### src/sv/mic_pkg.sv
`timescale 1ns / 1ps
`default_nettype none
// ----------------------------------------------------------------------------
// Magnetometer calibration package
// Shared widths, register indexes, reset values and pipeline control types.
// ----------------------------------------------------------------------------
package mic_pkg;

  localparam int BYTE_W  = 8;
  localparam int CNT_W   = 16;
  localparam int RECIP_W = 24;
  localparam int BIAS_W  = 22;
  localparam int COEF_W  = 16;
  localparam int ROW_W   = 3 * COEF_W;
  localparam int SPROD_W = CNT_W + RECIP_W + 1;
  localparam int SCALE_SHIFT = 16;
  localparam int SCALED_W = SPROD_W - SCALE_SHIFT;
  localparam int VEC_W   = SCALED_W + 1;
  localparam int PROD_W  = COEF_W + VEC_W;
  localparam int ACC_W   = PROD_W + 4;
  localparam int ACC_SHIFT = 12;
  localparam int RES_W   = ACC_W - ACC_SHIFT;
  localparam int OUT_W   = 32;
  localparam int CFG_IDX_W  = 3;
  localparam int CFG_DATA_W = ROW_W;

  localparam logic [CFG_IDX_W-1:0] REG_RECIP = 3'd0;
  localparam logic [CFG_IDX_W-1:0] REG_BIAS_X = 3'd1;
  localparam logic [CFG_IDX_W-1:0] REG_BIAS_Y = 3'd2;
  localparam logic [CFG_IDX_W-1:0] REG_BIAS_Z = 3'd3;
  localparam logic [CFG_IDX_W-1:0] REG_ROW_ZERO = 3'd4;
  localparam logic [CFG_IDX_W-1:0] REG_ROW_ONE = 3'd5;
  localparam logic [CFG_IDX_W-1:0] REG_ROW_TWO = 3'd6;

  localparam logic [RECIP_W-1:0] RECIP_RESET = 24'd2452;
  localparam logic signed [BIAS_W-1:0] BIAS_X_RESET = 22'sd134198;
  localparam logic signed [BIAS_W-1:0] BIAS_Y_RESET = 22'sd858167;
  localparam logic signed [BIAS_W-1:0] BIAS_Z_RESET = -22'sd358972;
  localparam logic [ROW_W-1:0] ROW_ZERO_RESET = 48'd280981066226717;
  localparam logic [ROW_W-1:0] ROW_ONE_RESET = 48'd281191983218721;
  localparam logic [ROW_W-1:0] ROW_TWO_RESET = 48'd31348987002806;

  typedef logic signed [VEC_W-1:0] vec_t;
  typedef logic signed [PROD_W-1:0] prod_t;
  typedef logic signed [OUT_W-1:0] result_t;

  typedef struct packed {
    logic s1;
    logic s2;
    logic s3;
    logic s4;
  } stage_en_t;

endpackage
`default_nettype wire

### src/sv/mic_row_lane.sv
`timescale 1ns / 1ps
`default_nettype none
// ----------------------------------------------------------------------------
// Soft-iron row lane
// Multiplies the corrected vector by the three coefficients of one row.
// ----------------------------------------------------------------------------
module mic_row_lane (
  input  wire logic                       clk,
  input  wire mic_pkg::stage_en_t         en,
  input  wire logic [mic_pkg::ROW_W-1:0]  row,
  input  wire mic_pkg::vec_t              vec [3],
  output mic_pkg::prod_t                  prod [3]
);

  logic signed [mic_pkg::COEF_W-1:0] coef [3];

  always_comb begin
    for (int j = 0; j < 3; j++) begin
      coef[j] = $signed(row[j*mic_pkg::COEF_W +: mic_pkg::COEF_W]);
    end
  end

  always_ff @(posedge clk) begin
    if (en.s3) begin
      for (int j = 0; j < 3; j++) begin
        prod[j] <= mic_pkg::PROD_W'(coef[j]) * mic_pkg::PROD_W'(vec[j]);
      end
    end
  end

endmodule
`default_nettype wire

### config.mk
export PLATFORM = sky130hd
export DESIGN_NAME = mic_row_lane
export DESIGN_NICKNAME = d
export VERILOG_FILES = /design/src/sv/mic_pkg.sv /design/src/sv/mic_row_lane.sv
export SDC_FILE = /design/constraint.sdc
export NUM_CORES = 2
export LEC_CHECK = 0
export BUFFER_PORTS_ARGS = -buffer_cell sky130_fd_sc_hd__clkbuf_2
export CELL_PAD_IN_SITES_DETAIL_PLACEMENT = 0
export CELL_PAD_IN_SITES_GLOBAL_PLACEMENT = 1
export CORE_ASPECT_RATIO = 0.7
export CORE_MARGIN = 4
export CORE_UTILIZATION = 45
export CTS_CLUSTER_DIAMETER = 60
export DETAILED_ROUTE_END_ITERATION = 6
export GPL_ROUTABILITY_DRIVEN = 0
export PLACE_DENSITY = 0.79
export SLEW_MARGIN = 20
export SYNTH_ARGS = -nofsm -noshare
export SYNTH_HDL_FRONTEND = slang
export SYNTH_SLANG_ARGS = --single-unit
### constraint.sdc
create_clock -name clk -period 18.6 [get_ports clk]
set_clock_uncertainty 0.15 [all_clocks]
set_input_delay 2.79 -clock clk [delete_from_list [all_inputs] [get_ports clk]]
set_output_delay 2.79 -clock clk [all_outputs]
set_load 0.03 [all_outputs]
==> impl_metrics.env <==
export IMPL_status="completed"
export IMPL_clockRootBuffer="clkbuf_16"
export IMPL_clock_tree_buffer_depth=2
export IMPL_cts_clk_slew_worst_paths_ps=80
export IMPL_top_regs="prod (126)"
export IMPL_die_x_um=399
export IMPL_yosysTopAreaCellShare=0.502
export IMPL_hold_slack_ps=2680
export IMPL_grt_total_usage=0.236
export IMPL_syn_nets=6794
export IMPL_area_delta_synth_final_pct=6.20
export IMPL_cts_resized=0
export IMPL_io_pins=257
export IMPL_vias=33900
export IMPL_finalNetCount=6877
export IMPL_dpl_hpwl_um=100000
export IMPL_cts_tree="yes"
export IMPL_fin_setup_tns_ps=0
export IMPL_layout_drive_gt1_share=0.0577
export IMPL_grt_pass1_vias=36500
export IMPL_wl_per_cell_um=18.6
export IMPL_synth_cells=5151
export IMPL_finalCritPeriodShare=0.549
export IMPL_top_register="prod"
export IMPL_required_ps=18820
export IMPL_cts_made_buffers=17
export IMPL_ys_seq_area_frac=0.0786
export IMPL_drt_iter0_markers=2072
export IMPL_final_cells=6678
export IMPL_grt_overflow_total=0
export IMPL_rows=100
export IMPL_final_hold_viol_count=0
export IMPL_path_max_fanout=26
export IMPL_cts_sinks=126
export IMPL_placed_cells=6643
export IMPL_cts_hold_buf=0
export IMPL_ys_flop_type="edfxtp_1"
export IMPL_via_per_inst=5.07
export IMPL_synth_edf_count=126
export IMPL_cp_arrival_ps=10420
export IMPL_drt_total_wl_um=124000
export IMPL_synth_cell_types=60
export IMPL_antenna_found_initial=6
export IMPL_min_period_ps=10200
export IMPL_critPathCaptureType="register"
export IMPL_async_flop_share=0
export IMPL_ys_warn_count=0
export IMPL_hold_depth=1
export IMPL_ys_ff_latch=126
export IMPL_worstHoldEndpoint="prod[50]"
export IMPL_largest_reg_flops=126
export IMPL_start_util=0.453
export IMPL_htree_levels=4
export IMPL_grt_max_degree=72
export IMPL_dr_pass1_iters=6
export IMPL_hold_path_class="primary input to register"
export IMPL_yosys_area_top_type="fa_1"
export IMPL_worstMarginPinSlew_ps=1020
export IMPL_die_h_um=282
export IMPL_synth_area_per_cell_um2=9.34
export IMPL_maxSlewViolCount=0
export IMPL_ant_nets=0
export IMPL_crit_path_start_kind="primary input"
export IMPL_drc=0
export IMPL_grt_first_pass_wirelength_um=205000
export IMPL_rsz0062_at_grt="no"
export IMPL_netlist_top_cells_area="fa_1 50%, inv_1 11%, ha_1 8.0%"
export IMPL_min_from="en[1]"
export IMPL_synth_area_um2=48100
export IMPL_path_class="primary input to register"
export IMPL_maxCapViolCount=0
export IMPL_setup_violations=0
export IMPL_coreArea_um2=106000
export IMPL_fmax_mhz=98.0
export IMPL_io_buffers=253
export IMPL_die_area_um2=112000
export IMPL_cts_setup_buffers=0
export IMPL_slew_headroom=0.308
[worst max path at each step]
stage / startpoint / to / slack [ps] / cells after the start
finish: row[17] / prod[83] / 8400 / 18
global route: row[17] / prod[83] / 8040 / 18
CTS: row[20] / prod[83] / 8580 / 18
detailed placement: row[20] / prod[83] / 8060 / 18
global placement: row[17] / prod[83] / 8110 / 18
floorplan: row[23] / prod[69] / 9420 / 25
[per-stage QoR]
step           utilization  area (um2)  worst slack (ps)
2_1_floorplan            -       48100              9420
4_1_cts              0.481       51100              8580
6_report             0.481       51100              8400
3_3_place_gp         0.475       50500              8110
3_5_place_dp         0.475       50500              8060
5_1_grt              0.481       51100              8040
[final cells by class]
class	instances	area [um2]
Fill cell	10300	55100
Multi-Input combinational cell	3431	38400
Inverter	1397	5240
Sequential cell	126	3780
Tap cell	1428	1790
Timing Repair Buffer	261	1330
Clock buffer	17	425
Clock inverter	15	169
Antenna cell	3	7.51
[worst max-delay path, stage by stage]
cell and delay (ps):
clkbuf_2 550, nand2_1 240, inv_1 180, fa_1 550, fa_1 910, fa_1 530, fa_1 580, fa_1 440
fa_1 520, ha_1 390, a211o_1 310, a2111oi_0 500, nor3_1 100, a211oi_1 770, o21ai_1 290, o41ai_2 460
nor2_1 90, a211oi_1 190
[layer usage]
metal,track usage,routed length (um)
met5,0,0
met4,0.0491,2240
met3,0.0564,10700
met2,0.334,51200
met1,0.367,60100
[cells in the final DEF, fill, tap and decap left out, types with 36 or more instances in the layout]
cell,synthesis,layout
xnor2_1,91,91
xor2_1,36,36
fa_1,1206,1206
nand2_1,725,725
ha_1,306,306
nor2_1,109,109
edfxtp_1,126,126
inv_1,1397,1397
clkbuf_2,0,252
and2_1,503,503
a21oi_1,93,93
a21o_1,53,53
[synth_stat cells (36+ instances only)]
| cell type | count |
|---|---|
| a21o_1 | 53 |
| a21oi_1 | 93 |
| and2_1 | 503 |
| clkbuf_1 | 195 |
| edfxtp_1 | 126 |
| fa_1 | 1206 |
| ha_1 | 306 |
| inv_1 | 1397 |
| nand2_1 | 725 |
| nor2_1 | 109 |
| xnor2_1 | 91 |
| xor2_1 | 36 |
[kinds of logic (layout without fill, tap and decap cells)]
logic type,count (synthesis),in the layout,share of synthesized area
AO/OA/AOI/OAI,316,316,0.0438
XOR/XNOR,127,127,0.0231
adder cells (fa/ha/maj),1512,1512,0.581
buffers and inverters,1594,1690,0.124
flip-flops,126,126,0.0786
multiplexers,2,2,0.000416
other,0,3,0
AND/OR/NAND/NOR,1474,1474,0.148
Power is left out: the tool's default activity adds up to more than one toggle a clock period on the data nets, which glitch-free logic cannot reach.
