===== config.mk =====
export PLATFORM = sky130hd
export DESIGN_NAME = mic_merge
export DESIGN_NICKNAME = d
export VERILOG_FILES = /design/src/sv/mic_pkg.sv /design/src/sv/mic_merge.sv
export SDC_FILE = /design/constraint.sdc
export NUM_CORES = 1
export LEC_CHECK = 0
export BUFFER_PORTS_ARGS = -buffer_cell sky130_fd_sc_hd__buf_2
export CAP_MARGIN = 5
export CORE_AREA = 2 2 185 187
export CTS_CLUSTER_SIZE = 30
export DETAILED_ROUTE_END_ITERATION = 10
export DIE_AREA = 0 0 187 189
export GPL_TIMING_DRIVEN = 0
export PLACE_DENSITY = 0.8
export SLEW_MARGIN = 0
export SYNTH_ARGS = -nofsm -noshare
export SYNTH_HDL_FRONTEND = slang
export SYNTH_SLANG_ARGS = --single-unit

===== constraint.sdc =====
create_clock -name clk -period 3.76 [get_ports clk]
set_input_delay 0 -clock clk [delete_from_list [all_inputs] [get_ports clk]]
set_output_delay 0 -clock clk [all_outputs]
set_load 0.01 [all_outputs]

===== src/sv/mic_pkg.sv =====
`timescale 1ns / 1ps
`default_nettype none
// ----------------------------------------------------------------------------
// Magnetometer calibration package
// Shared widths, register indexes, reset values and pipeline control types.
// ----------------------------------------------------------------------------
package mic_pkg;

  localparam int BYTE_W  = 8;
  localparam int CNT_W   = 16;
  localparam int RECIP_W = 24;
  localparam int BIAS_W  = 22;
  localparam int COEF_W  = 16;
  localparam int ROW_W   = 3 * COEF_W;
  localparam int SPROD_W = CNT_W + RECIP_W + 1;
  localparam int SCALE_SHIFT = 16;
  localparam int SCALED_W = SPROD_W - SCALE_SHIFT;
  localparam int VEC_W   = SCALED_W + 1;
  localparam int PROD_W  = COEF_W + VEC_W;
  localparam int ACC_W   = PROD_W + 4;
  localparam int ACC_SHIFT = 12;
  localparam int RES_W   = ACC_W - ACC_SHIFT;
  localparam int OUT_W   = 32;
  localparam int CFG_IDX_W  = 3;
  localparam int CFG_DATA_W = ROW_W;

  localparam logic [CFG_IDX_W-1:0] REG_RECIP = 3'd0;
  localparam logic [CFG_IDX_W-1:0] REG_BIAS_X = 3'd1;
  localparam logic [CFG_IDX_W-1:0] REG_BIAS_Y = 3'd2;
  localparam logic [CFG_IDX_W-1:0] REG_BIAS_Z = 3'd3;
  localparam logic [CFG_IDX_W-1:0] REG_ROW_ZERO = 3'd4;
  localparam logic [CFG_IDX_W-1:0] REG_ROW_ONE = 3'd5;
  localparam logic [CFG_IDX_W-1:0] REG_ROW_TWO = 3'd6;

  localparam logic [RECIP_W-1:0] RECIP_RESET = 24'd2452;
  localparam logic signed [BIAS_W-1:0] BIAS_X_RESET = 22'sd134198;
  localparam logic signed [BIAS_W-1:0] BIAS_Y_RESET = 22'sd858167;
  localparam logic signed [BIAS_W-1:0] BIAS_Z_RESET = -22'sd358972;
  localparam logic [ROW_W-1:0] ROW_ZERO_RESET = 48'd280981066226717;
  localparam logic [ROW_W-1:0] ROW_ONE_RESET = 48'd281191983218721;
  localparam logic [ROW_W-1:0] ROW_TWO_RESET = 48'd31348987002806;

  typedef logic signed [VEC_W-1:0] vec_t;
  typedef logic signed [PROD_W-1:0] prod_t;
  typedef logic signed [OUT_W-1:0] result_t;

  typedef struct packed {
    logic s1;
    logic s2;
    logic s3;
    logic s4;
  } stage_en_t;

endpackage
`default_nettype wire


===== src/sv/mic_merge.sv =====
`timescale 1ns / 1ps
`default_nettype none
// ----------------------------------------------------------------------------
// Row merge stage
// Sums the row products, rounds to Q.8, saturates and raises the clip flag.
// ----------------------------------------------------------------------------
module mic_merge (
  input  wire logic               clk,
  input  wire mic_pkg::stage_en_t en,
  input  wire mic_pkg::prod_t     prod [3][3],
  output mic_pkg::result_t        result [3],
  output logic                    sat
);

  localparam logic signed [mic_pkg::RES_W-1:0] RES_MAX =
    mic_pkg::RES_W'((64'sd1 <<< (mic_pkg::OUT_W - 1)) - 64'sd1);
  localparam logic signed [mic_pkg::RES_W-1:0] RES_MIN =
    mic_pkg::RES_W'(-(64'sd1 <<< (mic_pkg::OUT_W - 1)));

  logic signed [mic_pkg::ACC_W-1:0] acc [3];
  logic signed [mic_pkg::RES_W-1:0] res [3];
  mic_pkg::result_t                 clip [3];
  logic [2:0]                       hit;

  always_comb begin
    for (int i = 0; i < 3; i++) begin
      acc[i] = mic_pkg::ACC_W'(prod[i][0]) + mic_pkg::ACC_W'(prod[i][1])
             + mic_pkg::ACC_W'(prod[i][2])
             + mic_pkg::ACC_W'(1 <<< (mic_pkg::ACC_SHIFT - 1));
      res[i] = $signed(acc[i][mic_pkg::ACC_W-1:mic_pkg::ACC_SHIFT]);
      if (res[i] > RES_MAX) begin
        clip[i] = mic_pkg::OUT_W'(RES_MAX);
        hit[i]  = 1'b1;
      end else if (res[i] < RES_MIN) begin
        clip[i] = mic_pkg::OUT_W'(RES_MIN);
        hit[i]  = 1'b1;
      end else begin
        clip[i] = mic_pkg::OUT_W'(res[i]);
        hit[i]  = 1'b0;
      end
    end
  end

  always_ff @(posedge clk) begin
    if (en.s4) begin
      result <= clip;
      sat    <= |hit;
    end
  end

endmodule
`default_nettype wire


==> flow_summary_export.csv, run 1 <==
group,metric,value,unit
detailed_routing,dr.pass1.iters,5,
finish,final_net_count,2946,
synth,synth.top_cell.area_share,20.9,%
detailed_routing,num_vias,13478,
grt,grt.overflow.total,0,
setup_path,crit_path_end,"result[29]",
setup_path,cp.arrival,3.87,ns
grt,grt_pass1_vias,13867,
floorplan,io_pins,480,
setup_path,path_max_fanout,10,
synth,ys_warn_count,0,
power_and_ir_drop,swShare,44.6,%
floorplan,die_w,187,um
setup_path,critical_path_class,"in2reg",
synth,netlist_area,14900,sq um
sta,slew_viol_final,0,
detailed_routing,vias_per_cell,5.10,
synth,syn-num-nets,2443,
clock_network,cts_root_buf,"clkbuf_16",
sta,timing.hold.ws,0.225,ns
clock_network,numCtsBuffers,9,
sta,hold_viol_final,0,
synth,synthArstFlopShare,0,%
setup_path,critPathLaunchType,"input pin",
grt,globalRouteTotalUtil,22.4,%
synth,synth_common_cells,"439 x inv_1, 249 x ha_1, 169 x a21oi_1",
synth,seq_area_frac_synth,19.6,%
sta,fmax,0.269,GHz
synth,synth_cell_type_count,68,
floorplan,start_util,44.8,%
synth,yosys_most_used_dff,"edfxtp_1",
placement,place_area,17900,sq um
floorplan,die_y,189,um
setup_path,crit_path_end_kind,"flip-flop",
power_and_ir_drop,seqPwrFrac,23.1,%
clock_network,cts_tree,"yes",
setup_path,worstPathRequired,3.91,ns
sta,tightest_slew,0.745,ns
sta,rsz0062_at_grt,"yes",
setup_path,crit_path_start,"prod[4]",
synth,yosysMostFrequentCell,"inv_1",
synth,synth_seq_cells,97,
sta,fin_ws,0.0422,ns
power_and_ir_drop,pwr-share-comb,65.0,%
finish,diodes,0,
sta,setup_viol_count_final,0,
grt,grt_pass1_wl,65000,um
floorplan,row_count,67,
detailed_routing,antenna_left,0,
detailed_routing,drc_errors,0,
floorplan,die_area,35300,sq um
power_and_ir_drop,clockPowerShare,11.8,%
synth,avgSynthCellArea,8.82,sq um
finish,postLayoutCoreUtil,56.0,%
placement,dpl_worst_slack,-0.871,ns
power_and_ir_drop,max-vdd-ir-drop,0.321,mV
finish,syn_to_final_growth,25.1,%
clock_network,cts.clk_slew.worst_paths,0.08,ns
detailed_routing,drtIter0Drc,502,
finish,fill_cells,2971,
sta,totalNegativeSetupSlack,0,ns
clock_network,cts-hold-fix-buffers,0,
finish,stdcell_area,18600,sq um
sta,post-route-period-util,98.9,%
finish,drive_above_1_share,27.1,%
synth,synth_edf_count,97,
detailed_routing,totalWireLength,40200,um
detailed_routing,avgRoutedWirePerCell,15.2,um
synth,yosys-top-cells-area,"ha_1 21%, edfxtp_1 20%, fa_1 17%",
power_and_ir_drop,powerDensity,478,nW/um^2
clock_network,cts_num_sinks,97,
worst_hold_path,hp-class,"in2reg",
floorplan,core,33300,sq um
placement,place_congestion,0.911,
synth,synth_top_area_cell,"ha_1",
clock_network,cts_max_level,3,
power_and_ir_drop,p_switching,0.00397,W
sta,finalCriticalPeriod,3.72,ns
clock_network,clock_path_buffers,2,
synth,synthesis.instances,1688,
status,status,"complete, no violations",
placement,place_hpwl,34300,um
flow_run,drv_cap,0,
power_and_ir_drop,p_leak,10.2,nW
sta,maxSlewHeadroom,50.3,%
placement,portBuffers,476,
grt,grt_max_degree,50,
power_and_ir_drop,p_int,0.00494,W
grt,antenna_found_initial,0,
-- cell type report --
class | instances | area [sq um] | share of cell area, %
Multi-Input combinational cell | 1118 | 10400 | 56.0
Sequential cell | 97 | 2910 | 15.6
Timing Repair Buffer | 497 | 2580 | 13.8
Inverter | 439 | 1650 | 8.84
Tap cell | 448 | 561 | 3.01
Clock buffer | 9 | 225 | 1.21
Buffer | 29 | 171 | 0.920
Clock inverter | 7 | 101 | 0.544
-- cells by family after synthesis --
| family | synth area share, % |
|---|---|
| DFF | 19.6 |
| AOI/OAI and AO/OA | 17.5 |
| and+or+nand+nor | 8.22 |
| buffers and inverters | 12.1 |
| xor gates and xnor gates | 4.88 |
| muxes | 0.134 |
| adders and majority gates | 37.7 |
-- metrics by stage --
step	cells	total power (W)
floorplan	1688	0.00575
global placement	2612	0.00740
detailed placement	2613	0.00753
CTS	2642	0.00873
global route	2644	0.00964
finish	2644	0.00891
-- timing repair --
| item | 4_1_cts | 5_1_grt |
|---|---|---|
| endpoints found under the hold margin | 0 | 0 |
| setup buffers | 13 | 7 |
| pin swaps | 6 | 18 |
| endpoints found under the setup margin | 92 | 93 |
| resized for setup | 25 | 59 |
-- power groups by stage --
stage               registers (W)  logic, W  clock network [W]
floorplan                 0.00225   0.00350                  0
global placement          0.00208   0.00532                  0
detailed placement        0.00207   0.00545                  0
CTS                       0.00206   0.00560            0.00107
global route              0.00209   0.00644            0.00111
finish                    0.00206   0.00579            0.00105
-- flip-flops by register name, indices dropped and copies added, names as in the netlist --
signal and flops:
result 96, sat 1
-- metal layers --
layer / GRT usage (%) / routed length [um]
met1: 26.2 / 16000
met2: 42.7 / 21100
met3: 2.93 / 2160
met4: 6.29 / 974
met5: 0 / 0
-- layout by cell type (no fill, tap or decap), types with 7 or more instances in the layout --
master,instances
buf_2,474
inv_1,436
ha_1,241
a21oi_1,161
fa_1,123
edfxtp_1,97
nand2_1,78
o21ai_0,63
xnor2_1,47
nor2_1,46
a21o_1,42
xor2_1,36
nand4_1,24
buf_4,22
nand3_1,21
a21oi_2,20
o21bai_1,19
a31oi_1,16
nor3_1,13
clkbuf_1,13
and2_1,12
clkbuf_16,9
o21a_1,8
and3_1,8
buf_6,7
a211oi_1,7
o211ai_1,7
-- worst min path at each step --
stage / start / to / cells past startpoint
2_1_floorplan: en[0] / result[0] / 0
3_3_place_gp: result[33] / result[33] / 1
3_5_place_dp: result[39] / result[39] / 1
4_1_cts: en[0] / result[33] / 1
5_1_grt: en[0] / result[33] / 1
6_report: en[0] / result[33] / 1
-- worst max-delay path: stages --
cell and delay, ns:
buf_2 0.08, inv_1 0.05, fa_1 0.54, inv_1 0.04, ha_1 0.28, ha_1 0.30, nand4_1 0.12, o211ai_1 0.32
a31oi_4 0.19, a211o_4 0.41, a2111oi_2 0.42, o31a_1 0.24, o31a_1 0.29, nor3_4 0.09, buf_4 0.21, o21ai_0 0.28
Note: power is estimated with default switching activity, not from simulation.
==> run 2: changes to the inputs <==
BUFFER_PORTS_ARGS = -buffer_cell sky130_fd_sc_hd__buf_4   (was -buffer_cell sky130_fd_sc_hd__buf_2)
==> run 2 against run 1 <==
Compared with the run above: sequential share of layout area fell by 1.1 points; highest routed layer unchanged; cell count grew 0.30%; fmax grew 0.64%; critical path type unchanged; critical endpoint is now result[16]; worst hold slack got worse by 0.028 ns; flip-flop and latch count is the same; global-route usage increased by 0.97 points; largest cell class unchanged.
==> flow_summary_export.csv, run 2 (synthesis gave the netlist of run 1 again) <==
group,metric,value,unit
sta,hold_viol_final,0,
placement,portBuffers,476,
sta,post-route-period-util,98.2,%
floorplan,core,33300,sq um
sta,fmax,0.271,GHz
placement,place_area,19000,sq um
finish,drive_above_1_share,27.6,%
finish,reg.largest.list,"result: 96 flops, sat: 1 flops",
detailed_routing,vias_per_cell,5.15,
power_and_ir_drop,power.total,0.00937,W
setup_path,critPathLaunchType,"input pin",
sta,totalNegativeSetupSlack,0,ns
clock_network,numCtsBuffers,9,
power_and_ir_drop,clockPowerShare,10.8,%
placement,place_hpwl,35300,um
clock_network,cts_root_buf,"clkbuf_16",
floorplan,io_pins,480,
floorplan,die_w,187,um
grt,grtUsageMet2,43.0,%
status,status,"complete, no violations",
power_and_ir_drop,swShare,43.5,%
clock_network,cts_tree,"yes",
power_and_ir_drop,p_int,0.00530,W
placement,dpl_worst_slack,-0.919,ns
grt,antenna_found_initial,1,
clock_network,cts.clk_slew.worst_paths,0.08,ns
setup_path,crit_buf_inv,5,
sta,fin_ws,0.0660,ns
detailed_routing,antenna_left,0,
setup_path,crit_chain,"buf_4 > inv_1 > fa_1 > inv_1 > fa_1 > ha_1 > a21oi_1 > o221ai_1 > a31oi_2 > a211o_4 > a2111oi_4 > o31a_1 > o31a_1 > nor3_4 > buf_4 > buf_6 > a21oi_1",
clock_network,cts_num_sinks,97,
sta,finalCriticalPeriod,3.69,ns
grt,grt_pass1_vias,14030,
placement,place_congestion,0.909,
setup_path,critical_path_class,"in2reg",
floorplan,die_area,35300,sq um
grt,met3_usage,3.61,%
grt,grt_pass1_wl,67300,um
grt,grt.overflow.total,0,
grt,globalRouteTotalUtil,23.4,%
finish,final_net_count,2953,
grt,busiest_layer,"met2",
power_and_ir_drop,p_switching,0.00407,W
floorplan,die_y,189,um
grt,gr-usage-met1,26.8,%
power_and_ir_drop,p_leak,10.6,nW
setup_path,cp_slowest_cell,"fa_1",
power_and_ir_drop,seqPwrFrac,22.0,%
detailed_routing,num_vias,13652,
sta,tightest_slew,0.689,ns
setup_path,max_stage_delay,0.41,ns
worst_hold_path,min_from,"en[0]",
grt,grt_max_degree,98,
power_and_ir_drop,max-vdd-ir-drop,0.233,mV
clock_network,clock_path_buffers,2,
power_and_ir_drop,powerDensity,469,nW/um^2
finish,regMostFlops,"result",
setup_path,worstPathRequired,3.86,ns
setup_path,crit_path_end_kind,"flip-flop",
finish,largest_reg_flops,96,
worst_hold_path,hp-class,"in2reg",
power_and_ir_drop,pwr-share-comb,67.2,%
detailed_routing,avgRoutedWirePerCell,15.9,um
sta,slew_viol_final,0,
finish,layout_commonest_cell,"buf_4",
detailed_routing,drtIter0Drc,636,
setup_path,path_max_fanout,10,
detailed_routing,drc_errors,0,
finish,stdcell_area,20000,sq um
clock_network,cts_max_level,3,
sta,maxSlewHeadroom,54.1,%
setup_path,cp.arrival,3.79,ns
detailed_routing,totalWireLength,42100,um
finish,syn_to_final_growth,34.2,%
sta,setup_viol_count_final,0,
setup_path,crit_path_start,"prod[10]",
floorplan,start_util,44.8,%
detailed_routing,dr.pass1.iters,5,
setup_path,critPathTopFamily,"compound AO/OA/AOI/OAI gates",
floorplan,row_count,67,
finish,final_cell_mix,"497 x buf_4, 438 x inv_1, 235 x ha_1",
flow_run,drv_cap,0,
sta,rsz0062_at_grt,"yes",
run 2: changes by cell type in the layout (fill, tap and decap cells not counted), moves of 4 or more:
cell	before	now
buf_2	474	1
ha_4	2	10
ha_1	241	235
buf_4	22	497
buf_6	7	11
run 2: final cells by class:
type,instances,area [sq um]
repair buffers,503,3810
clock inverters,7,90.1
multi-input cells,1118,10500
inverters,439,1650
diodes,1,2.50
fillers,2800,13300
plain buffers,30,189
clock buffers,9,225
flip-flops and latches,97,2910
well taps,448,561
run 2: per-stage QoR:
stage               hold slack [ns]  utilization (%)  cells
finish                        0.196             60.0   2652
floorplan                     0.112                -   1688
CTS                           0.413             58.8   2640
global placement              0.414             57.2   2612
global route                  0.221             60.0   2652
detailed placement            0.413             57.2   2612
run 2: final timing paths:
path                    endpoint  slack, ns  cells past startpoint
worst min-delay path  result[33]       0.20                      1
worst max-delay path  result[16]       0.07                     17
run 2: power by group through the flow:
| stage | sequential [W] | combinational [W] | clock, W |
|---|---|---|---|
| floorplan | 0.00225 | 0.00350 | 0 |
| global placement | 0.00207 | 0.00571 | 0 |
| detailed placement | 0.00208 | 0.00582 | 0 |
| CTS | 0.00207 | 0.00600 | 0.00104 |
| global route | 0.00210 | 0.00695 | 0.00108 |
| finish | 0.00206 | 0.00629 | 0.00101 |
run 2: layer usage:
metal  up-vias  part of all wire [%]
met5         -                     0
met4         0                   4.1
met3        89                   5.6
met2       495                    51
met1      6391                    39
li1       6677                     -
run 2: what timing repair did:
item	in CTS	in global routing
setup endpoints to repair	92	92
gates cloned	0	2
resized for setup	35	73
hold buffers	0	0
pin swaps	6	23
buffers inserted	12	13
==> run 3: changes to the inputs <==
CTS_CLUSTER_SIZE = 16   (was 30)
SETUP_SLACK_MARGIN = 0.4   (was default)
==> run 3 against run 2 <==
Compared with the run above: via count rose by 3.3%; non-clock buffer count increased by 41; routed wire length is 9.0% higher; sequential power about the same; critical endpoint is now result[65]; largest cell class unchanged; highest routed layer unchanged.
==> flow_summary_export.csv, run 3 (synthesis gave the netlist of run 1 again) <==
group,metric,value,unit
worst_hold_path,min_from,"prod[95]",
setup_path,crit_path_end_kind,"flip-flop",
finish,syn_to_final_growth,44.9,%
sta,fmax,0.274,GHz
setup_path,critPathTopFamily,"compound AO/OA/AOI/OAI gates",
placement,place_congestion,0.919,
setup_path,cp.arrival,3.76,ns
floorplan,row_count,67,
flow_run,drv_cap,0,
placement,place_hpwl,36200,um
setup_path,path_max_fanout,5,
setup_path,max_stage_delay,0.54,ns
status,status,"complete, no violations",
detailed_routing,totalWireLength,45900,um
finish,drive_above_1_share,36.0,%
worst_hold_path,hold_depth,5,
finish,layout_commonest_cell,"buf_4",
power_and_ir_drop,power.total,0.0106,W
clock_network,cts_max_level,3,
sta,post-route-period-util,97.1,%
power_and_ir_drop,max-vdd-ir-drop,0.313,mV
clock_network,cts_num_sinks,97,
clock_network,cts-hold-fix-buffers,0,
sta,hold_viol_final,0,
detailed_routing,avgRoutedWirePerCell,17.0,um
clock_network,cts_root_buf,"clkbuf_16",
detailed_routing,drtIter0Drc,708,
clock_network,numCtsBuffers,9,
worst_hold_path,min_to,"result[0]",
grt,antenna_found_initial,0,
clock_network,cts.clk_slew.worst_paths,0.07,ns
detailed_routing,num_vias,14097,
sta,rsz0062_at_grt,"yes",
setup_path,cp_common_cell,"buf_6",
finish,diodes,0,
placement,portBuffers,476,
setup_path,cp_slowest_cell,"fa_1",
finish,final_net_count,2994,
setup_path,crit_chain,"buf_8 > inv_8 > fa_1 > inv_2 > ha_4 > ha_4 > buf_6 > a21oi_4 > o21ai_4 > a2111oi_4 > nand3_1 > a41o_1 > a221o_1 > buf_6 > nor4_4 > a311oi_4 > buf_6 > nor2_4 > buf_12 > clkbuf_16 > a21oi_2",
power_and_ir_drop,powerDensity,490,nW/um^2
finish,final_cell_mix,"514 x buf_4, 420 x inv_1, 190 x ha_1",
sta,totalNegativeSetupSlack,0,ns
floorplan,die_area,35300,sq um
setup_path,critPathLaunchType,"input pin",
sta,timing.hold.ws,0.439,ns
detailed_routing,vias_per_cell,5.24,
floorplan,core,33300,sq um
detailed_routing,antenna_left,0,
finish,largest_reg_flops,96,
floorplan,die_y,189,um
grt,grt_pass1_wl,70400,um
setup_path,critical_path_class,"in2reg",
sta,setup_viol_count_final,0,
sta,slew_viol_final,0,
floorplan,die_w,187,um
sta,finalCriticalPeriod,3.65,ns
setup_path,worstPathRequired,3.87,ns
floorplan,io_pins,480,
finish,reg.largest.list,"result: 96 flops, sat: 1 flops",
power_and_ir_drop,p_leak,11.0,nW
detailed_routing,dr.pass1.iters,5,
sta,maxSlewHeadroom,10.4,%
grt,grt_max_degree,98,
grt,grt.overflow.total,0,
floorplan,start_util,44.8,%
grt,globalRouteTotalUtil,24.7,%
sta,tightest_slew,1.34,ns
setup_path,crit_buf_inv,8,
clock_network,clock_path_buffers,2,
worst_hold_path,hp-class,"in2reg",
finish,regMostFlops,"result",
clock_network,cts_tree,"yes",
detailed_routing,drc_errors,0,
grt,grt_pass1_vias,14337,
## run 3: changes by cell type in the layout (fill, tap and decap cells not counted), moves of 17 or more
cell / delta
ha_1: -45
inv_1: -18
ha_4: +38
buf_4: +17
o21ai_0: -22
a21oi_1: -46
a21oi_2: +41
## run 3: what timing repair did
action,in CTS,in global routing
setup buffers,38,19
cloned,4,3
pin swaps,68,61
endpoints found under the setup margin,93,93
gates resized for setup,177,122
## run 3: tightest hold or removal path, delay by kind of cell
family | cells | cell delay [ns]
fa+ha+maj | 2 | 0.38
compound gates | 1 | 0.12
xor+xnor | 1 | 0.10
buf+inv | 1 | 0.08
## run 3: final cells by class
cell class / instances / area [sq um]
clock inverters: 5 / 55.1
fillers: 2563 / 11700
repair buffers: 540 / 4240
inverters: 439 / 1660
flip-flops and latches: 97 / 2910
well taps: 448 / 561
multi-input cells: 1118 / 11600
plain buffers: 34 / 358
clock buffers: 11 / 233
## run 3: per-layer routing
metal | wire, um | vias to the layer above | share of wire [%] | GRT usage [%]
met3 | 2230 | 103 | 4.9 | 3.95
met1 | 18000 | 6727 | 39 | 28.4
li1 | - | 6754 | - | -
met2 | 23800 | 513 | 52 | 45.8
met4 | 1810 | 0 | 3.9 | 9.80
met5 | 0 | - | 0 | 0
## run 3: worst max path at each step
stage,cells after the start,endpoint,from,slack (ns)
CTS,20,result[92],prod[265],0.14
floorplan,15,result[51],prod[217],0.14
detailed placement,16,result[53],prod[151],-0.84
global placement,16,result[53],prod[151],-0.72
finish,21,result[65],prod[265],0.11
global route,21,result[78],prod[265],0.02
## run 3: report_power, final
| group | internal [W] | leakage [nW] | switching (W) |
|---|---|---|---|
| logic | 0.00365 | 9.87 | 0.00395 |
| registers | 0.00187 | 0.950 | 0.000162 |
| clock network | 0.000517 | 0.138 | 0.000435 |
## run 3: through the flow
step	std cells	util (%)	area, sq um	worst slack [ns]
global route	2692	64.9	21600	0.0215
CTS	2670	62.5	20800	0.141
global placement	2612	58.0	19300	-0.719
detailed placement	2612	58.0	19300	-0.836
finish	2692	64.9	21600	0.111
floorplan	1688	-	15200	0.138
