## src/sv/mic_pkg.sv

```systemverilog
`timescale 1ns / 1ps
`default_nettype none
// ----------------------------------------------------------------------------
// Magnetometer calibration package
// Shared widths, register indexes, reset values and pipeline control types.
// ----------------------------------------------------------------------------
package mic_pkg;

  localparam int BYTE_W  = 8;
  localparam int CNT_W   = 16;
  localparam int RECIP_W = 24;
  localparam int BIAS_W  = 22;
  localparam int COEF_W  = 16;
  localparam int ROW_W   = 3 * COEF_W;
  localparam int SPROD_W = CNT_W + RECIP_W + 1;
  localparam int SCALE_SHIFT = 16;
  localparam int SCALED_W = SPROD_W - SCALE_SHIFT;
  localparam int VEC_W   = SCALED_W + 1;
  localparam int PROD_W  = COEF_W + VEC_W;
  localparam int ACC_W   = PROD_W + 4;
  localparam int ACC_SHIFT = 12;
  localparam int RES_W   = ACC_W - ACC_SHIFT;
  localparam int OUT_W   = 32;
  localparam int CFG_IDX_W  = 3;
  localparam int CFG_DATA_W = ROW_W;

  localparam logic [CFG_IDX_W-1:0] REG_RECIP = 3'd0;
  localparam logic [CFG_IDX_W-1:0] REG_BIAS_X = 3'd1;
  localparam logic [CFG_IDX_W-1:0] REG_BIAS_Y = 3'd2;
  localparam logic [CFG_IDX_W-1:0] REG_BIAS_Z = 3'd3;
  localparam logic [CFG_IDX_W-1:0] REG_ROW_ZERO = 3'd4;
  localparam logic [CFG_IDX_W-1:0] REG_ROW_ONE = 3'd5;
  localparam logic [CFG_IDX_W-1:0] REG_ROW_TWO = 3'd6;

  localparam logic [RECIP_W-1:0] RECIP_RESET = 24'd2452;
  localparam logic signed [BIAS_W-1:0] BIAS_X_RESET = 22'sd134198;
  localparam logic signed [BIAS_W-1:0] BIAS_Y_RESET = 22'sd858167;
  localparam logic signed [BIAS_W-1:0] BIAS_Z_RESET = -22'sd358972;
  localparam logic [ROW_W-1:0] ROW_ZERO_RESET = 48'd280981066226717;
  localparam logic [ROW_W-1:0] ROW_ONE_RESET = 48'd281191983218721;
  localparam logic [ROW_W-1:0] ROW_TWO_RESET = 48'd31348987002806;

  typedef logic signed [VEC_W-1:0] vec_t;
  typedef logic signed [PROD_W-1:0] prod_t;
  typedef logic signed [OUT_W-1:0] result_t;

  typedef struct packed {
    logic s1;
    logic s2;
    logic s3;
    logic s4;
  } stage_en_t;

endpackage
`default_nettype wire

```

## src/sv/mic_scale_lane.sv

```systemverilog
`timescale 1ns / 1ps
`default_nettype none
// ----------------------------------------------------------------------------
// Axis scaling lane
// Joins one byte pair, scales it to Q.8 with rounding and removes the bias.
// ----------------------------------------------------------------------------
module mic_scale_lane (
  input  wire logic                                    clk,
  input  wire mic_pkg::stage_en_t                      en,
  input  wire logic [mic_pkg::BYTE_W-1:0]              raw_low,
  input  wire logic [mic_pkg::BYTE_W-1:0]              raw_high,
  input  wire logic [mic_pkg::RECIP_W-1:0]             recip,
  input  wire logic signed [mic_pkg::BIAS_W-1:0]       bias,
  output mic_pkg::vec_t                                vec
);

  logic signed [mic_pkg::CNT_W-1:0]    cnt;
  logic signed [mic_pkg::RECIP_W:0]    recip_s;
  logic signed [mic_pkg::SPROD_W-1:0]  sprod;
  logic signed [mic_pkg::SPROD_W-1:0]  rounded;
  logic signed [mic_pkg::SCALED_W-1:0] scaled;

  assign cnt     = $signed({raw_high, raw_low});
  assign recip_s = $signed({1'b0, recip});

  always_ff @(posedge clk) begin
    if (en.s1) begin
      sprod <= mic_pkg::SPROD_W'(cnt) * mic_pkg::SPROD_W'(recip_s);
    end
  end

  assign rounded = sprod + mic_pkg::SPROD_W'(1 <<< (mic_pkg::SCALE_SHIFT - 1));
  assign scaled  = $signed(rounded[mic_pkg::SPROD_W-1:mic_pkg::SCALE_SHIFT]);

  always_ff @(posedge clk) begin
    if (en.s2) begin
      vec <= mic_pkg::VEC_W'(scaled) - mic_pkg::VEC_W'(bias);
    end
  end

endmodule
`default_nettype wire

```

## config.mk

```make
export PLATFORM = sky130hd
export DESIGN_NAME = mic_scale_lane
export DESIGN_NICKNAME = d
export VERILOG_FILES = /design/src/sv/mic_pkg.sv /design/src/sv/mic_scale_lane.sv
export SDC_FILE = /design/constraint.sdc
export NUM_CORES = 1
export LEC_CHECK = 0
export BUFFER_PORTS_ARGS = -buffer_cell sky130_fd_sc_hd__buf_4
export CAP_MARGIN = 0
export CELL_PAD_IN_SITES_DETAIL_PLACEMENT = 1
export CELL_PAD_IN_SITES_GLOBAL_PLACEMENT = 1
export CORE_UTILIZATION = 45
export DETAILED_ROUTE_END_ITERATION = 10
export GPL_TIMING_DRIVEN = 0
export PLACE_DENSITY = 0.77
export SYNTH_ARGS = -nofsm -noshare
export SYNTH_HDL_FRONTEND = slang
export SYNTH_SLANG_ARGS = --single-unit
```

## constraint.sdc

```tcl
create_clock -name clk -period 10.1 [get_ports clk]
set_input_delay 2.02 -clock clk [delete_from_list [all_inputs] [get_ports clk]]
set_output_delay 2.02 -clock clk [all_outputs]
set_load 0.005 [all_outputs]
```

==> results of run 1 <==
## worst max-delay path by stage
stage / endpoint / slack (ps) / cells after the start
floorplan: sprod[40]$_DFFE_PP_ / 2300 / 23
global placement: sprod[40]$_DFFE_PP_ / 1210 / 22
detailed placement: sprod[39]$_DFFE_PP_ / 1120 / 22
CTS: sprod[39]$_DFFE_PP_ / 1440 / 22
global route: sprod[39]$_DFFE_PP_ / 1000 / 20
finish: sprod[40]$_DFFE_PP_ / 1400 / 23
## kinds of logic after synthesis
logic type | Yosys count | share of synthesized area [%]
AOI/OAI and AO/OA | 137 | 6.298
xor gates and xnor gates | 73 | 4.074
adders and majority gates | 467 | 51.87
buffers and inverters | 471 | 11.27
DFF | 52 | 9.950
and+or+nand+nor | 531 | 16.54
## metrics by stage
stage	std cells	setup slack, ps
finish	2284	1403
global route	2284	999.9
detailed placement	2276	1121
global placement	2276	1206
CTS	2284	1436
floorplan	1731	2296
## state kept, by name (all words and copies together), names as in the netlist
register and count:
vec 26, sprod 26
## area by class of cell
type / instances / share of cell area, %
inverter: 414 / 9.092
tap: 455 / 3.331
clock buffer: 5 / 0.7321
multi-input combinational: 1208 / 72.34
sequential: 52 / 9.136
buffer: 57 / 1.252
timing repair buffer: 90 / 3.953
clock inverter: 3 / 0.1611
## critical path, stage by stage
cell	delay, ps
buf_4	180
inv_1	270
clkbuf_1	700
nor2_1	140
fa_1	530
inv_1	50
fa_1	490
fa_1	430
fa_1	490
inv_1	50
fa_1	490
inv_1	60
fa_1	540
inv_1	60
ha_1	360
and2_1	230
and3_1	240
a221oi_2	330
o31ai_1	150
o41a_1	380
a211oi_2	280
o21ba_1	160
xnor2_1	180
## routing by layer
| layer | global-route usage, % | wire (um) | share of wire, % | vias up |
|---|---|---|---|---|
| li1 | - | - | - | 5422 |
| met4 | 8.282 | 1440 | 3.2 | 0 |
| met1 | 35.81 | 19440 | 43 | 6296 |
| met3 | 3.725 | 2784 | 6.1 | 89 |
| met5 | 0 | 0 | 0 | - |
| met2 | 44.71 | 21800 | 48 | 400 |
## synth_stat cells, drive strengths merged, types with 2 or more instances
cell     number
inv         414
nand2b       15
or3           5
o31ai         3
ha          161
o41ai         2
and4          3
a211oi        4
nor2b         9
o21a          7
nand2       235
o21bai        4
nand4         8
nor2         46
xnor2        56
o211ai        3
a221oi        4
clkbuf       57
nor3          9
xor2         17
a31oi         6
o21ai        24
nand3        19
fa          306
a21oi        40
edfxtp       52
a2111oi       2
and2        163
a21o         24
and3         18
==> results.md, run 1 <==
- RR Endpoint: vec[23]$_DFFE_PP_
- Hold crit path type: reg -> reg
- Min cycle time layout: approximately 8700 ps
- Core area: between 30000 and 40000 um^2
- Share of layout cells above drive strength 1: under 10%
- Clock-pin slew on the worst setup and hold paths: 80 ps
- Hold path depth: 4
- Die Height: 188.8 um
- Register Area: about 1600 um^2
- Fin Setup TNS: 0 ps
- Global placement routability congestion: between 0.9 and 1
- Rel. slew slack: roughly 37%
- EDFF count, synth: 52
- Die ar.: 35630 um^2
- Net count, final: 2362
- Flop2flop setup slack: ~6000 ps
- Area growth syn-to-layout: 8.905%
- CTS Sinks: 52
- WP data arrival: ~8800 ps
- DR pass1 iterations: 5
- Worst-path fanout max: 11
- Hold endpoint: vec[3]$_DFFE_PP_
- Later-pin clock latency in the skew report: 290 ps
- Drt total wl: approximately 45000 um
- Global Route Usage Sum: a little over a quarter
- I/O pin total: 93
- Least-Margin Pin Slew: roughly 950 ps
- Vias in the first global route: 13790
- Clock Tree Buf Depth: 2
- H-tree levels: 2
- Final hold violations: 0
- Largest net degree at the start of global routing: 27
- Cell row count: 68
- Seq/Total Area, Yosys: under 10%
- ANT cells: 0
- Final core utilization: roughly half
- Largest area contributor in the netlist: fa_1
- CP startpoint: raw_high[7]
- Final Setup Violations: 0
- Worst Path Required: a little over 10000 ps
- Yosys cell types: 55
- Hold path start: sprod[19]$_DFFE_PP_
- Fin area: approximately 17000 um^2
- Port bufs: 90
- Cell count after synthesis: between 1500 and 2000
- Filler cells: roughly 4100
- Start of the worst register-to-register path: sprod[22]$_DFFE_PP_
- Slew Limit Fails: 0
- Antenna viol nets, final: 0
- Synth Cell Area: 15690 um^2
- Synth top area share: roughly two fifths
- Area after DPL: ~17000 um^2
- Primary FF master, synth: edfxtp_1
- Post-CTS Repair Setup Buffers: 0
- Commonest non-fill, non-tap cell in the layout: inv_1
- Startpoint Class: primary input
- Synthesis-stage register bit count: between 50 and 60
- Yosys Warn Count: 0
- Area of the multi-input gates: ~12000 um^2
- Post-cts sizing count: 0
- Commonest cells after routing, fill and taps aside: inv_1, fa_1, nand2_1, and2_1, ha_1
- Die W: approximately 190 um
- Crit. End Element: flip-flop
- Starting Density: between 40% and 50%
- Mean Syn Cell Area: between 9 and 10 um^2
- RSZ-0062 raised after global routing: false
- Initial antenna violation count: 2
- Outcome: finished clean
- CTS root buffer: clkbuf_16
- Dominant cells by area after synthesis: fa_1, ha_1, edfxtp_1
- Hold bufs inserted after CTS: 0
- DRT iter0 DRCs: 618
- FMAX: around 0.11 GHz
- Cts bufs inserted: 5
- Vias per cell: 5.345
- Residual DRC count: 0
- DR WL/cell: about 20 um
- Mapped Nets: 2265
- CP Class: in -> reg
- Hold Slack: around 880 ps
- Reg2Reg Depth: 18
- Total of max-cap violations: 0
- TritonCTS clock tree: built
- Post-route clock period utilization: between 80 and 90%
- Clock Skews: about 3.8 ps
- First-pass GRT wire length: around 73000 um
- Post-DP HPWL: roughly 39000 um
- Via count: between 10000 and 15000
- GRT overflow: 0
- FFs w/ async S/R, synth: 0%
Power of run 1 is left out: the tool's default activity adds up to more than one toggle a clock period on the data nets, which glitch-free logic cannot reach.
==> run 2, diff against run 1 <==
--- a/config.mk
+++ b/config.mk
@@ -5,14 +5,15 @@
 export SDC_FILE = /design/constraint.sdc
 export NUM_CORES = 1
 export LEC_CHECK = 0
+export ABC_AREA = 1
 export BUFFER_PORTS_ARGS = -buffer_cell sky130_fd_sc_hd__buf_4
 export CAP_MARGIN = 0
 export CELL_PAD_IN_SITES_DETAIL_PLACEMENT = 1
 export CELL_PAD_IN_SITES_GLOBAL_PLACEMENT = 1
-export CORE_UTILIZATION = 45
+export CORE_UTILIZATION = 48
 export DETAILED_ROUTE_END_ITERATION = 10
 export GPL_TIMING_DRIVEN = 0
-export PLACE_DENSITY = 0.77
+export PLACE_DENSITY = 0.83
 export SYNTH_ARGS = -nofsm -noshare
 export SYNTH_HDL_FRONTEND = slang
 export SYNTH_SLANG_ARGS = --single-unit
==> results.md, run 2 <==
- Synth Cell Area: 17020 um^2 (was 15690 um^2)
- Fin area: 18310 um^2 (was 17090 um^2)
- CP Class: in -> reg (unchanged)
- Worst-path fanout max: 10 (was 11)
- GRT overflow: 0 (unchanged)
- CP max stage cell: fa_1 (was clkbuf_1)
- Biggest regs: sprod x26, vec x26 (unchanged)
- Clock-pin slew on the worst setup and hold paths: 70 ps (was 80 ps)
- Die W: 190.3 um (was 188.8 um)
- Reg2Reg Depth: 20 (was 18)
- Grt met2 use: 54.43% (was 44.71%)
- Global Route Usage Sum: 31.37% (was 26.71%)
- Port bufs: 76 (was 90)
- Cell count after synthesis: 2240 (was 1731)
- Via count: 14570 (was 12210)
- Net count, final: 2857 (was 2362)
- Rel. slew slack: 36.34% (was 36.51%)
- DRT iter0 DRCs: 762 (was 618)
- Synthesis-stage register bit count: 52 (unchanged)
- Met3 Resource Use GR: 3.883% (was 3.725%)
- Hold bufs inserted after CTS: 0 (unchanged)
- First-pass GRT wire length: 86810 um (was 73470 um)
- Hold path depth: 4 (unchanged)
- Startpoint Class: primary input (unchanged)
- Largest net degree at the start of global routing: 27 (unchanged)
- Later-pin clock latency in the skew report: 300 ps (was 290 ps)
- Largest area contributor in the netlist: fa_1 (unchanged)
- Clock Tree Buf Depth: 2 (unchanged)
- Area after DPL: 18160 um^2 (was 16940 um^2)
- Commonest non-fill, non-tap cell in the layout: inv_1 (unchanged)
- Area growth syn-to-layout: 7.557% (was 8.905%)
- Initial antenna violation count: 1 (was 2)
- Worst Path Required: 10130 ps (was 10200 ps)
- Post-CTS Repair Setup Buffers: 0 (unchanged)
- Cts bufs inserted: 5 (unchanged)
- Slew Limit Fails: 0 (unchanged)
- Hold endpoint: vec[3]$_DFFE_PP_ (unchanged)
- Vias in the first global route: 16660 (was 13790)
- Routing usage on met1: 39.49% (was 35.81%)
- WP data arrival: 8300 ps (was 8790 ps)
- Post-cts sizing count: 0 (unchanged)
- Die Height: 190.3 um (was 188.8 um)
- Least-Margin Pin Slew: 954.9 ps (was 952.4 ps)
- Final Setup Violations: 0 (unchanged)
- Yosys cell types: 38 (was 55)
- I/O pin total: 93 (unchanged)
- Grt peak-use layer: met2 (unchanged)
- Hold path start: sprod[19]$_DFFE_PP_ (unchanged)
- Cell row count: 68 (unchanged)
- Starting Density: 49.03% (was 45.54%)
- Fin Setup TNS: 0 ps (unchanged)
- FFs w/ async S/R, synth: 0% (unchanged)
- Max stage delay on crit path: 560 ps (was 700 ps)
- CTS root buffer: clkbuf_16 (unchanged)
- Share of layout cells above drive strength 1: 5.034% (was 6.178%)
- Min cycle time layout: 8262 ps (was 8697 ps)
- FMAX: 0.1210 GHz (was 0.1150 GHz)
- DR WL/cell: 19.28 um (was 19.90 um)
- Vias per cell: 5.240 (was 5.345)
- Cells along the critical path: clkbuf_1 -> clkbuf_1 -> nand2_1 -> fa_1 -> inv_1 -> fa_1 -> inv_1 -> fa_1 -> inv_1 -> fa_1 -> fa_1 -> inv_1 -> fa_1 -> inv_1 -> ha_1 -> a21oi_1 -> o21ai_0 -> a21o_1 -> nor2_1 -> nand2_1 -> nand2_1 -> nand2_1 -> nand2_1 -> nand2_1 (was buf_4 -> inv_1 -> clkbuf_1 -> nor2_1 -> fa_1 -> inv_1 -> fa_1 -> fa_1 -> fa_1 -> inv_1 -> fa_1 -> inv_1 -> fa_1 -> inv_1 -> ha_1 -> and2_1 -> and3_1 -> a221oi_2 -> o31ai_1 -> o41a_1 -> a211oi_2 -> o21ba_1 -> xnor2_1)
- RSZ-0062 raised after global routing: false (unchanged)
- Start of the worst register-to-register path: sprod[16]$_DFFE_PP_ (was sprod[22]$_DFFE_PP_)
- RR Endpoint: vec[23]$_DFFE_PP_ (unchanged)
- Final hold violations: 0 (unchanged)
- Hold crit path type: reg -> reg (unchanged)
- Total of max-cap violations: 0 (unchanged)
- EDFF count, synth: 52 (unchanged)
- Drt total wl: 53590 um (was 45460 um)
- Antenna viol nets, final: 0 (unchanged)
- Core area: 34710 um^2 (was 34460 um^2)
- Dominant cells by area after synthesis: fa_1, inv_1, nand2_1 (was fa_1, ha_1, edfxtp_1)
- Leading post-synthesis cells by instance count: inv_1, nand2_1, fa_1 (was inv_1, fa_1, nand2_1)
- TritonCTS clock tree: built (unchanged)
- Commonest cells after routing, fill and taps aside: inv_1, nand2_1, fa_1, ha_1, nor2_1 (was inv_1, fa_1, nand2_1, and2_1, ha_1)
- Clock Skews: 10.17 ps (was 3.782 ps)
- Global placement routability congestion: 0.9359 (was 0.9276)
- Crit. End Element: flip-flop (unchanged)
- CTS Sinks: 52 (unchanged)
- Post-DP HPWL: 46480 um (was 38780 um)
- Post-route clock period utilization: 81.80% (was 86.11%)
- Residual DRC count: 0 (unchanged)
- Die ar.: 36220 um^2 (was 35630 um^2)
- Seq/Total Area, Yosys: 9.174% (was 9.950%)
- DR pass1 iterations: 5 (unchanged)
- Mapped Nets: 2774 (was 2265)
- Synth top area share: 35.99% (was 39.03%)
- Flop2flop setup slack: 6630 ps (was 6000 ps)
- H-tree levels: 2 (unchanged)
- Yosys Warn Count: 0 (unchanged)
- Primary FF master, synth: edfxtp_1 (unchanged)
- Outcome: finished clean (unchanged)
- Count leader, synth: inv_1 (unchanged)
- Mean Syn Cell Area: 7.598 um^2 (was 9.066 um^2)
==> run 2: changes by cell type after synthesis, sizes merged, moves of 36 or more <==
cell	change
xnor2	-39
nor2	+60
and2	-163
a21oi	+36
inv	+249
nand2	+346
==> run 2: how the worst max path moves through the flow <==
stage | endpoint | start | slack (ps)
2_1_floorplan | sprod[35]$_DFFE_PP_ | recip[22] | 2790
3_3_place_gp | sprod[40]$_DFFE_PP_ | recip[22] | 1660
3_5_place_dp | sprod[40]$_DFFE_PP_ | recip[22] | 1590
4_1_cts | sprod[40]$_DFFE_PP_ | recip[22] | 1890
5_1_grt | sprod[40]$_DFFE_PP_ | recip[22] | 1600
6_report | sprod[40]$_DFFE_PP_ | recip[22] | 1840
==> run 2: worst max-delay path: cells and delay by family <==
| family | cells | cell delay (ps) |
|---|---|---|
| AO/OA/AOI/OAI | 3 | 840 |
| adder cells (fa/ha/maj) | 7 | 3440 |
| buffers and inverters | 7 | 1190 |
| AND/OR/NAND/NOR | 7 | 760 |
==> run 2: layout make-up <==
cell class / count / area, um^2
inverters: 663 / 2489
well taps: 455 / 569.3
flip-flops and latches: 52 / 1562
multi-input cells: 1455 / 12710
repair buffers: 76 / 570.5
clock inverters: 3 / 18.77
plain buffers: 70 / 262.8
fillers: 4464 / 16410
diodes: 1 / 2.502
clock buffers: 5 / 125.1
==> run 2: kinds of logic after synthesis <==
group / count (synthesis) / share of synthesized area (%)
xor+xnor: 61 / 3.139
flops: 52 / 9.174
buf+inv: 733 / 16.17
compound gates: 145 / 4.801
simple gates: 782 / 18.89
fa+ha+maj: 467 / 47.83
==> run 2: metal layers <==
layer,vias up,wire length (um)
li1,6660,-
met5,-,0
met3,128,2751
met4,0,2318
met2,410,26070
met1,7369,22450
==> run 2: through the flow <==
step           setup slack, ps  hold slack [ps]  util [%]  cells
2_1_floorplan             2787            826.8         -   2240
3_3_place_gp              1663            950.9     52.31   2771
3_5_place_dp              1593            976.0     52.31   2771
4_1_cts                   1893            975.8     52.73   2779
5_1_grt                   1604             1047     52.73   2779
6_report                  1838            979.4     52.74   2780
Power of run 2 is left out for the same reason.
==> run 3, diff against run 2 <==
==> constraint.sdc (replaced) <==
create_clock -name clk -period 7.91 [get_ports clk]
set_input_delay 1.582 -clock clk [delete_from_list [all_inputs] [get_ports clk]]
set_output_delay 1.582 -clock clk [all_outputs]
set_load 0.005 [all_outputs]
==> results.md, run 3 (synthesis results as in run 2) <==
- Total of max-cap violations: 0 (unchanged)
- Cell row count: 68 (unchanged)
- Net count, final: 2857 (unchanged)
- First-pass GRT wire length: 86810 um (unchanged)
- Critical path buffers and inverters: 7 (unchanged)
- Grt peak-use layer: met2 (unchanged)
- Port bufs: 76 (unchanged)
- Hold endpoint: vec[3]$_DFFE_PP_ (unchanged)
- Setup slack after layout: 235.8 ps (was 1838 ps)
- Cts bufs inserted: 5 (unchanged)
- Vias per cell: 5.244 (was 5.240)
- Die Height: 190.3 um (unchanged)
- Area growth syn-to-layout: 7.601% (was 7.557%)
- Start of the worst register-to-register path: sprod[16]$_DFFE_PP_ (unchanged)
- Biggest regs: sprod x26, vec x26 (unchanged)
- Final Setup Violations: 0 (unchanged)
- Area of the multi-input gates: 12710 um^2 (unchanged)
- Reg2Reg Depth: 20 (unchanged)
- Antenna viol nets, final: 0 (unchanged)
- Via count: 14580 (was 14570)
- Share of layout cells above drive strength 1: 5.293% (was 5.034%)
- Routing usage on met1: 39.49% (unchanged)
- Slew Limit Fails: 0 (unchanged)
- Startpoint Class: primary input (unchanged)
- Starting Density: 49.03% (unchanged)
- H-tree levels: 2 (unchanged)
- Global Route Usage Sum: 31.37% (unchanged)
- Die W: 190.3 um (unchanged)
- RSZ-0062 raised after global routing: false (unchanged)
- DRT iter0 DRCs: 854 (was 762)
- Fin area: 18310 um^2 (about the same)
- Filler cells: 4468 (was 4464)
- Register Area: 1562 um^2 (unchanged)
- FMAX: between 0.1 and 0.15 GHz
- Die ar.: 36220 um^2 (unchanged)
- Core area: 34710 um^2 (unchanged)
- RR Endpoint: vec[23]$_DFFE_PP_ (unchanged)
- Commonest non-fill, non-tap cell in the layout: inv_1 (unchanged)
- Worst Path Required: 7940 ps (was 10130 ps)
- Vias in the first global route: 16660 (unchanged)
- Crit. End Element: flip-flop (unchanged)
- DR WL/cell: 19.28 um (about the same)
- Fin Setup TNS: 0 ps (unchanged)
- Grt met2 use: 54.43% (unchanged)
- Worst-path fanout max: 10 (unchanged)
- I/O pin total: 93 (unchanged)
- Hold path depth: 4 (unchanged)
- Min cycle time layout: 7674 ps
- Flop2flop setup slack: 4440 ps (was 6630 ps)
- Residual DRC count: 0 (unchanged)
- Hold path start: sprod[19]$_DFFE_PP_ (unchanged)
- Crit-path leading delay family: adder cells (unchanged)
- DR pass1 iterations: 7 (was 5)
- Least-Margin Pin Slew: 957.3 ps (was 954.9 ps)
- Hold bufs inserted after CTS: 0 (unchanged)
- Clock-pin slew on the worst setup and hold paths: 70 ps (about the same)
- Later-pin clock latency in the skew report: 300 ps (about the same)
- TritonCTS clock tree: built (unchanged)
- Largest net degree at the start of global routing: 27 (unchanged)
- Rel. slew slack: 36.18% (was 36.34%)
- DP Worst Slack: -159.4 ps (was 1593 ps)
- Clock Skews: 8.945 ps (was 10.17 ps)
- WP data arrival: 7710 ps (was 8300 ps)
- Hold crit path type: reg -> reg (unchanged)
- Initial antenna violation count: 1 (unchanged)
- CTS root buffer: clkbuf_16 (unchanged)
- CP Class: in -> reg (unchanged)
- Cells along the critical path: buf_4 -> clkbuf_1 -> nand2_1 -> fa_1 -> inv_1 -> fa_1 -> inv_1 -> fa_1 -> inv_1 -> fa_1 -> fa_1 -> inv_1 -> fa_1 -> inv_1 -> ha_1 -> a21oi_1 -> o21ai_0 -> a21o_1 -> nor2_1 -> nand2_1 -> nand2_1 -> nand2_1 -> nand2_1 -> nand2_1 (was clkbuf_1 -> clkbuf_1 -> nand2_1 -> fa_1 -> inv_1 -> fa_1 -> inv_1 -> fa_1 -> inv_1 -> fa_1 -> fa_1 -> inv_1 -> fa_1 -> inv_1 -> ha_1 -> a21oi_1 -> o21ai_0 -> a21o_1 -> nor2_1 -> nand2_1 -> nand2_1 -> nand2_1 -> nand2_1 -> nand2_1)
- GRT overflow: 0 (unchanged)
- Final core utilization: 52.76% (was 52.74%)
- CTS Sinks: 52 (unchanged)
- Drt total wl: 53600 um (was 53590 um)
- Met3 Resource Use GR: 3.883% (unchanged)
- Outcome: finished clean (unchanged)
- Max stage delay on crit path: 630 ps (was 560 ps)
- Global placement routability congestion: 0.9359 (unchanged)
- Clock Tree Buf Depth: 2 (unchanged)
- Final hold violations: 0 (unchanged)
- Post-DP HPWL: 46480 um (unchanged)
- Post-route clock period utilization: 97.02%
- CP max stage cell: clkbuf_1 (was fa_1)
- Area after DPL: 18160 um^2 (unchanged)
- Commonest cells after routing, fill and taps aside: inv_1, nand2_1, fa_1, ha_1, nor2_1 (unchanged)
==> run 3: changes by cell type in the layout (fill, tap and decap cells not counted) <==
cell,before,now
clkbuf_1,69,62
clkbuf_2,0,6
buf_1,1,2
==> run 3: per-stage QoR <==
| step | hold slack [ps] | cells |
|---|---|---|
| finish | 977.8 | 2780 |
| global route | 1047 | 2779 |
| CTS | 975.8 | 2779 |
| detailed placement | 976.0 | 2771 |
| global placement | 950.9 | 2771 |
| floorplan | 826.8 | 2240 |
==> run 3: worst max-delay path by stage <==
stage / slack (ps) / cells after the start / startpoint / to
2_1_floorplan: 1030 / 24 / recip[22] / sprod[35]$_DFFE_PP_
3_3_place_gp: -90 / 24 / recip[22] / sprod[40]$_DFFE_PP_
3_5_place_dp: -160 / 24 / recip[22] / sprod[40]$_DFFE_PP_
6_report: 240 / 24 / raw_low[1] / sprod[40]$_DFFE_PP_
5_1_grt: 6 / 24 / raw_low[1] / sprod[40]$_DFFE_PP_
4_1_cts: 140 / 24 / recip[22] / sprod[40]$_DFFE_PP_
==> run 3: tightest hold or removal path: cells and delay by family, from the launching register on <==
kind	cells	cell delay (ps)
xor+xnor	2	190
fa+ha+maj	1	210
buf+inv	1	60
flops	1	360
==> run 3: repair_timing <==
item | in CTS | in global routing
endpoints found under the setup margin | 0 | 8
gates resized for setup | 0 | 13
setup buffers | 0 | 0
==> run 3: cell type report <==
cell class,instances,area share [%]
diodes,1,0.01366
multi-input cells,1455,69.39
clock buffers,5,0.6832
repair buffers,76,3.115
well taps,455,3.109
inverters,663,13.59
plain buffers,70,1.476
clock inverters,3,0.1025
flip-flops and latches,52,8.526
==> run 3: per-layer routing <==
metal  vias up  part of all wire (%)
li1       6656                     -
met1      7399                    42
met2       400                    49
met3       123                   5.4
met4         0                   4.2
met5         -                     0
Power of run 3 is left out for the same reason.
